### src/sv/cfr_pkg.sv
// Package for the four-way crossfade router: word types, routing state type,
// fader centres and gain constants. Depends on nothing; every other file imports it.
`default_nettype none

package cfr_pkg;

   localparam int unsigned NumFaders   = 4;
   localparam int unsigned SampleWidth = 10;
   localparam int unsigned LevelWidth  = 14;
   localparam int unsigned GainWidth   = 12;
   localparam int unsigned ScanWidth   = 4;
   localparam int unsigned BusWidth    = 2;

   // Gain law constants.
   localparam logic [11:0] GAIN_BASE       = 12'd333;
   localparam logic [11:0] GAIN_LAMP_LIMIT = 12'd1024;
   localparam logic [11:0] POSITION_OFFSET = 12'd1024;

   // Fader window centres on the combined position axis.
   localparam logic signed [11:0] FADER_CENTRE [NumFaders] =
      '{-12'sd512, -12'sd179, 12'sd179, 12'sd512};

   typedef struct packed {
      logic                   switch_pressed;
      logic [SampleWidth-1:0] cv_sample;
      logic [SampleWidth-1:0] pos_sample;
      logic [SampleWidth-1:0] width_sample;
   } req_type;

   typedef struct packed {
      logic [LevelWidth-1:0] bus_a_level;
      logic [LevelWidth-1:0] bus_b_level;
      logic [LevelWidth-1:0] bus_c_level;
      logic [LevelWidth-1:0] bus_d_level;
      logic [NumFaders-1:0]  lamp_flags;
      logic [ScanWidth-1:0]  next_scan_select;
   } rsp_type;

   // Routing that applies to one word, after any remap it causes.
   typedef struct packed {
      logic [NumFaders-1:0][BusWidth-1:0] fader_bus;
      logic [ScanWidth-1:0]               next_scan;
   } route_type;

endpackage

`default_nettype wire

### src/sv/cfr_req_if.sv
// Input channel of the crossfade router: valid/ready handshake with a req_type word.
// Depends on cfr_pkg.
`default_nettype none

interface cfr_req_if
   import cfr_pkg::*;
();
   logic    valid;
   logic    ready;
   req_type data;

   modport source (output valid, output data, input ready);
   modport sink (input valid, input data, output ready);
endinterface

`default_nettype wire

### src/sv/cfr_rsp_if.sv
// Result channel of the crossfade router: valid/ready handshake with a rsp_type word.
// Depends on cfr_pkg.
`default_nettype none

interface cfr_rsp_if
   import cfr_pkg::*;
();
   logic    valid;
   logic    ready;
   rsp_type data;

   modport source (output valid, output data, input ready);
   modport sink (input valid, input data, output ready);
endinterface

`default_nettype wire

### src/sv/cfr_route.sv
// Scan position counter and fader-to-bus routing table with switch remapping.
// Depends on cfr_pkg.
`default_nettype none

module cfr_route
   import cfr_pkg::*;
(
   input  wire logic      clock,
   input  wire logic      reset,
   input  wire logic      accept,
   input  wire logic      switch_pressed,
   output route_type      route
);

   localparam logic [1:0] ROW_FADER2 = 2'd0;
   localparam logic [1:0] ROW_FADER3 = 2'd1;
   localparam logic [1:0] ROW_FADER0 = 2'd2;
   localparam logic [1:0] ROW_FADER1 = 2'd3;

   logic [ScanWidth-1:0]               scan_ff;
   logic [ScanWidth-1:0]               scan_in;
   logic [NumFaders-1:0][BusWidth-1:0] table_ff;
   logic [NumFaders-1:0][BusWidth-1:0] table_in;
   logic [1:0]                         row;
   logic [1:0]                         col;

   assign row     = scan_ff[3:2];
   assign col     = scan_ff[1:0];
   assign scan_in = scan_ff + 4'd1;

   always_comb begin
      table_in = table_ff;
      if (switch_pressed) begin
         case (row)
            ROW_FADER2: table_in[2] = 2'd3 - col;
            ROW_FADER3: table_in[3] = 2'd3 - col;
            ROW_FADER0: table_in[0] = col;
            ROW_FADER1: table_in[1] = col;
            default:    table_in    = table_ff;
         endcase
      end
   end

   assign route.fader_bus = table_in;
   assign route.next_scan = scan_in;

   always_ff @(posedge clock) begin
      if (reset) begin
         scan_ff     <= '0;
         table_ff[0] <= 2'd0;
         table_ff[1] <= 2'd1;
         table_ff[2] <= 2'd2;
         table_ff[3] <= 2'd3;
      end else if (accept) begin
         scan_ff  <= scan_in;
         table_ff <= table_in;
      end
   end

endmodule

`default_nettype wire

### src/sv/cfr_fader_gain.sv
// Window gain of one fader from the combined position and the window width.
// Depends on cfr_pkg.
`default_nettype none

module cfr_fader_gain
   import cfr_pkg::*;
(
   input  wire logic signed [11:0]            centre,
   input  wire logic signed [11:0]            position,
   input  wire logic [SampleWidth-1:0]        width,
   output logic [GainWidth-1:0]               gain
);

   logic signed [12:0] diff;
   logic [10:0]        distance;
   logic [20:0]        product;
   logic [11:0]        scaled;
   logic [11:0]        base_less;

   always_comb begin
      diff      = 13'(centre) - 13'(position);
      distance  = diff[12] ? 11'(-diff) : diff[10:0];
      product   = 21'(distance) * 21'(width);
      scaled    = product[20:9];
      base_less = GAIN_BASE - scaled;
      if (scaled >= GAIN_BASE) begin
         gain = '0;
      end else begin
         gain = {base_less[8:0], 3'b000};
      end
   end

endmodule

`default_nettype wire

### src/sv/four_way_crossfade_router_unit.sv
// Top level of the four-way crossfade router: input register, gain and bus-sum
// logic, result register. Depends on cfr_pkg, cfr_req_if, cfr_rsp_if, cfr_route
// and cfr_fader_gain.
//
// Usage: each word on req_chan is one control pass carrying the switch bit for
// the current scan position plus cv, position and width samples. Each accepted
// word yields exactly one word on rsp_chan with the four bus levels, the lamp
// flags and the scan position to drive for the following pass.
// An accepted word is held in the input register, and its result is loaded
// into the result register once the result stage is open and is then visible
// on rsp_chan. Throughput is one word per cycle while the receiver keeps
// rsp_chan.ready high; a single pass of four 11x10 multipliers and the bus
// adders lies between the two registers.
// Reset clears both valid flags, sets the scan position to zero and routes
// fader i to bus i. When the receiver stalls, the result register holds its
// word and the input register can still take one more word; req_chan.ready
// drops only while both registers are full and rsp_chan.ready is low.
`default_nettype none

module four_way_crossfade_router_unit
   import cfr_pkg::*;
(
   input  wire logic  clock,
   input  wire logic  reset,
   cfr_req_if.sink    req_chan,
   cfr_rsp_if.source  rsp_chan
);

   // Input stage.
   logic      s1_valid_ff;
   logic      s1_valid_in;
   req_type   s1_data_ff;
   route_type s1_route_ff;
   logic      s1_advance;
   logic      req_accept;
   route_type route_now;

   // Result stage.
   logic      s2_valid_ff;
   logic      s2_valid_in;
   rsp_type   s2_data_ff;
   rsp_type   s2_data_in;
   logic      s2_open;

   logic signed [11:0]                position;
   logic [SampleWidth:0]              sample_sum;
   logic [NumFaders-1:0][GainWidth-1:0] gain;
   logic [NumFaders-1:0][LevelWidth-1:0] level;
   logic [NumFaders-1:0]              lamps;

   // The result register frees up when empty or when its word is taken, and
   // the input register passes its word on whenever the result stage is open.
   assign s2_open        = !s2_valid_ff || rsp_chan.ready;
   assign s1_advance     = s1_valid_ff && s2_open;
   assign req_chan.ready = !s1_valid_ff || s2_open;
   assign req_accept     = req_chan.valid && req_chan.ready;

   // The routing table is updated at accept time, so every word sees the
   // remap from its own switch bit and those of all earlier words.
   cfr_route u_route (
      .clock          (clock),
      .reset          (reset),
      .accept         (req_accept),
      .switch_pressed (req_chan.data.switch_pressed),
      .route          (route_now)
   );

   assign s1_valid_in = req_accept || (s1_valid_ff && !s2_open);

   always_ff @(posedge clock) begin
      if (reset) begin
         s1_valid_ff <= 1'b0;
      end else begin
         s1_valid_ff <= s1_valid_in;
      end
   end

   always_ff @(posedge clock) begin
      if (req_accept) begin
         s1_data_ff  <= req_chan.data;
         s1_route_ff <= route_now;
      end
   end

   // Combined position is (cv - 512) + (pos - 512), in -1024..1022.
   assign sample_sum = 11'(s1_data_ff.cv_sample) + 11'(s1_data_ff.pos_sample);
   assign position   = signed'(12'(sample_sum) - POSITION_OFFSET);

   for (genvar k = 0; k < NumFaders; k++) begin : g_fader
      cfr_fader_gain u_gain (
         .centre   (FADER_CENTRE[k]),
         .position (position),
         .width    (s1_data_ff.width_sample),
         .gain     (gain[k])
      );
      assign lamps[k] = gain[k] > GAIN_LAMP_LIMIT;
   end

   // Each bus adds the gains of the faders currently routed to it.
   always_comb begin
      for (int b = 0; b < NumFaders; b++) begin
         level[b] = '0;
         for (int k = 0; k < NumFaders; k++) begin
            if (s1_route_ff.fader_bus[k] == BusWidth'(b)) begin
               level[b] = level[b] + LevelWidth'(gain[k]);
            end
         end
      end
   end

   always_comb begin
      s2_data_in.bus_a_level      = level[0];
      s2_data_in.bus_b_level      = level[1];
      s2_data_in.bus_c_level      = level[2];
      s2_data_in.bus_d_level      = level[3];
      s2_data_in.lamp_flags       = lamps;
      s2_data_in.next_scan_select = s1_route_ff.next_scan;
   end

   assign s2_valid_in = s1_advance || (s2_valid_ff && !rsp_chan.ready);

   always_ff @(posedge clock) begin
      if (reset) begin
         s2_valid_ff <= 1'b0;
      end else begin
         s2_valid_ff <= s2_valid_in;
      end
   end

   always_ff @(posedge clock) begin
      if (s1_advance) begin
         s2_data_ff <= s2_data_in;
      end
   end

   assign rsp_chan.valid = s2_valid_ff;
   assign rsp_chan.data  = s2_data_ff;

`ifndef SYNTHESIS
   // Back pressure reaches the input only when both stages are full and stalled.
   a_ready_only_when_full: assert property (@(posedge clock) disable iff (reset)
      !req_chan.ready |-> (s1_valid_ff && s2_valid_ff && !rsp_chan.ready))
      else $error("input stalled while a pipeline stage was free");

   // The scan position advances by one for each accepted word and holds otherwise.
   a_scan_advance: assert property (@(posedge clock) disable iff (reset)
      req_accept |=> (route_now.next_scan == $past(route_now.next_scan) + 4'd1))
      else $error("scan position did not advance on accept");

   a_scan_hold: assert property (@(posedge clock) disable iff (reset)
      !req_accept |=> $stable(route_now.next_scan))
      else $error("scan position moved without an accepted word");

   // A word held in the input stage must not change while the result stage is blocked.
   a_s1_hold: assert property (@(posedge clock) disable iff (reset)
      (s1_valid_ff && !s2_open) |=> (s1_valid_ff && $stable(s1_data_ff)
                                     && $stable(s1_route_ff)))
      else $error("stalled input stage word changed");
`endif

endmodule

`default_nettype wire

### src/flat_wrapper.sv
// flat-port wrapper written by rule: the top's interface ports become plain ports
module four_way_crossfade_router_unit_flat import cfr_pkg::*;
  (clock, reset, req_chan_valid, req_chan_data, req_chan_ready, rsp_chan_valid, rsp_chan_data, rsp_chan_ready);
  cfr_req_if req_chan_i ();
  cfr_rsp_if rsp_chan_i ();
  input  wire logic clock;
  input  wire logic reset;
  input wire logic [$bits(req_chan_i.valid)-1:0] req_chan_valid;
  input wire logic [$bits(req_chan_i.data)-1:0] req_chan_data;
  output wire logic [$bits(req_chan_i.ready)-1:0] req_chan_ready;
  output wire logic [$bits(rsp_chan_i.valid)-1:0] rsp_chan_valid;
  output wire logic [$bits(rsp_chan_i.data)-1:0] rsp_chan_data;
  input wire logic [$bits(rsp_chan_i.ready)-1:0] rsp_chan_ready;
  assign req_chan_i.valid = req_chan_valid;
  assign req_chan_i.data = req_chan_data;
  assign req_chan_ready = req_chan_i.ready;
  assign rsp_chan_valid = rsp_chan_i.valid;
  assign rsp_chan_data = rsp_chan_i.data;
  assign rsp_chan_i.ready = rsp_chan_ready;
  four_way_crossfade_router_unit u_core (.clock(clock), .reset(reset), .req_chan(req_chan_i), .rsp_chan(rsp_chan_i));
endmodule
### config.mk
export PLATFORM = sky130hd
export DESIGN_NAME = four_way_crossfade_router_unit_flat
export DESIGN_NICKNAME = d
export VERILOG_FILES = /design/src/sv/cfr_pkg.sv /design/src/sv/cfr_req_if.sv /design/src/sv/cfr_rsp_if.sv /design/src/sv/cfr_route.sv /design/src/sv/cfr_fader_gain.sv /design/src/sv/four_way_crossfade_router_unit.sv /design/src/flat_wrapper.sv
export SDC_FILE = /design/constraint.sdc
export NUM_CORES = 1
export LEC_CHECK = 0
export ABC_AREA = 1
export BUFFER_PORTS_ARGS = -buffer_cell sky130_fd_sc_hd__buf_2
export CORE_UTILIZATION = 52
export CTS_CLUSTER_SIZE = 12
export DETAILED_ROUTE_END_ITERATION = 12
export GPL_TIMING_DRIVEN = 0
export PLACE_DENSITY = 0.79
export SLEW_MARGIN = 10
export SYNTH_ARGS = -nofsm -noshare
export SYNTH_HDL_FRONTEND = slang
export SYNTH_SLANG_ARGS = --single-unit
### constraint.sdc
create_clock -name clock -period 18.8 [get_ports clock]
set_input_delay 3.76 -clock clock [delete_from_list [all_inputs] [get_ports clock]]
set_output_delay 3.76 -clock clock [all_outputs]
set_load 0.01 [all_outputs]
==> impl_metrics.yaml <==
sta:
  drv_slew: 0
  fin_worst_skew_ns: 0.01609
  finalHoldViolations: 0
  rsz0062_at_grt: "false"
  hold_ws_ns: 0.4226
  setup_violations: 0
  slew_headroom_pct: 19.78
  fin_crit_ns: 14.20
  fmax_mhz: 70.43
  fin_setup_tns_ns: 0
  period_share_pct: 75.53
  worst_slew_pin_slew_ns: 1.191
die:
  die-area_um2: 51950
  num_rows: 82
  initial_utilization_pct: 52.79
  ios: 101
  die_w_um: 227.9
  core-area_um2: 50270
  die_h_um: 227.9
clocking:
  cts_tree: "yes"
  numCtsBuffers: 9
  cts_sinks: 108
  cts_resized: 0
  cts.clk_slew.worst_paths_ns: 0.09
  ctsHoldBuffers: 0
  cts_buffer_depth: 2
  cts_setup_buffers: 0
  insertion_delay_ns: 0.42
  cts-htree-levels: 3
  cts-root-buf: "clkbuf_16"
worst_setup_path:
  cp.required_ns: 18.97
  crit_arrival_ns: 14.37
  end_kind: "flop"
  worst_path_max_delay_cell: "o21ai_0"
  critPathKind: "reg2reg"
  slowest_delay_ns: 0.96
  r2r_slack_ns: 4.60
  critPathLaunchType: "flop"
  crit_path_max_fanout: 10
  cpMostUsedCell: "nand2_1"
yosys:
  ys.flop_type: "edfxtp_1"
  ys_seq_area_share_pct: 11.69
  synth_edf_count: 94
  ys_ff_latch: 108
  yosysTopAreaCell: "fa_1"
  synthArstFlopShare_pct: 0
  yosysWarnings: 0
  post_synth.cell_area_avg_um2: 7.231
  synth_area_um2: 26540
  yosys-top-cells-count: "nand2_1 (889), inv_1 (646), nor2_1 (438), ha_1 (354), fa_1 (289)"
  synth.most_common_cell: "nand2_1"
  syn_inst: 3670
  synth.top_cells.by_area: "fa_1 (22%), ha_1 (17%), nand2_1 (13%)"
  yosysTopAreaCellShare_pct: 21.80
  yosysUniqueCellTypes: 57
cells_and_area:
  area_delta_synth_final_pct: 6.430
  fin_nets: 4460
  layout-drive-gt1-share_pct: 6.232
global_routing:
  globalRouteTotalUtil_pct: 28.52
  grt_max_degree: 38
  grt_pass1_wl_um: 118200
  antenna_found_initial: 0
  gr-total-overflow: 0
  grt_pass1_vias: 23225
placement:
  gp_congestion: 1.007
  hpwl_um: 59440
  place.port_buffers: 87
route:
  drtIter0Drc: 2294
  wl_um: 72520
  detail-route-antenna-nets: 0
  routed_via_density: 5.413
  dr.pass1.iters: 6
  vias: 24142
  remaining_drc_errors: 0
  wire_per_inst_um: 16.26
run:
  max_cap_viol_count: 0
worst_hold_path:
  min-delay-path-class: "reg2reg"
outcome:
  status: "finished, final reports clean"
placed cells by master (no fill, tap or decap), types with 85 or more instances in the layout:
cell type  instances
nand3_1          172
a21oi_1          166
nor2_1           437
fa_1             289
nand2_1          889
ha_1             354
buf_2             91
o21ai_0          118
xor2_1            85
inv_1            646
edfxtp_1          94
logic make-up after synthesis:
family	synth area share, %
buffers and inverters	10.70
AOI/OAI and AO/OA	8.373
and+or+nand+nor	26.69
other	0.01413
adders and majority gates	38.49
xor gates and xnor gates	4.045
DFF	11.69
worst paths after layout:
kind | end | from | cells after the start
worst max-delay path | u_core.rsp_chan.data[47] | u_core.s1_data_ff[10] | 58
worst min-delay path | u_core.rsp_chan.data[0] | u_core.s1_route_ff[0] | 0
worst max register to register | u_core.rsp_chan.data[47] | u_core.s1_data_ff[10] | 58
worst min register to register | u_core.rsp_chan.data[0] | u_core.s1_route_ff[0] | 0
worst max-delay path, delay by kind of cell, from the launching register on:
family | cells | cell delay (ns)
AOI/OAI and AO/OA | 11 | 2.64
buffers and inverters | 10 | 1.66
and+or+nand+nor | 22 | 2.65
DFF | 1 | 0.38
adders and majority gates | 13 | 5.33
xor gates and xnor gates | 2 | 1.28
metal layers:
metal / part of all wire, % / wire [um] / track usage (%) / vias to the layer above
met2: 44 / 32020 / 45.00 / 1006
met5: 0 / 0 / 0 / -
li1: - / - / - / 11733
met1: 43 / 31200 / 38.73 / 11231
met3: 9.0 / 6507 / 5.113 / 172
met4: 3.9 / 2795 / 11.37 / 0
sequential cells by signal, summed over array words and instances, names as in the netlist:
name and cells:
u_core.rsp_chan.data 52, u_core.rsp_chan.valid 1, u_core.s1_data_ff 30, u_core.s1_route_ff 12, u_core.s1_valid_ff 1, u_core.u_route.scan_ff 4
u_core.u_route.table_ff 8
cell type report:
class                   instances  area, um^2
multi-input cells            2836       20660
clock inverters                 7       58.81
diodes                          1       2.502
flip-flops and latches        108        3103
inverters                     659        2475
clock buffers                   9       225.2
plain buffers                  78       365.4
fillers                      4728       22030
repair buffers                 90       510.5
well taps                     672       840.8
per-stage QoR:
step | std cells | area, um^2 | setup WS [ns] | util [%]
after floorplan | 3681 | 26580 | 7.251 | -
after global placement | 4440 | 27860 | 5.144 | 55.41
after detailed placement | 4443 | 27950 | 4.974 | 55.60
after CTS | 4459 | 28240 | 4.896 | 56.17
after global routing | 4459 | 28240 | 3.716 | 56.18
final | 4460 | 28250 | 4.601 | 56.18
Power is not shown: default switching activity piles up to over one toggle a cycle in this logic, so the estimate is an artifact.
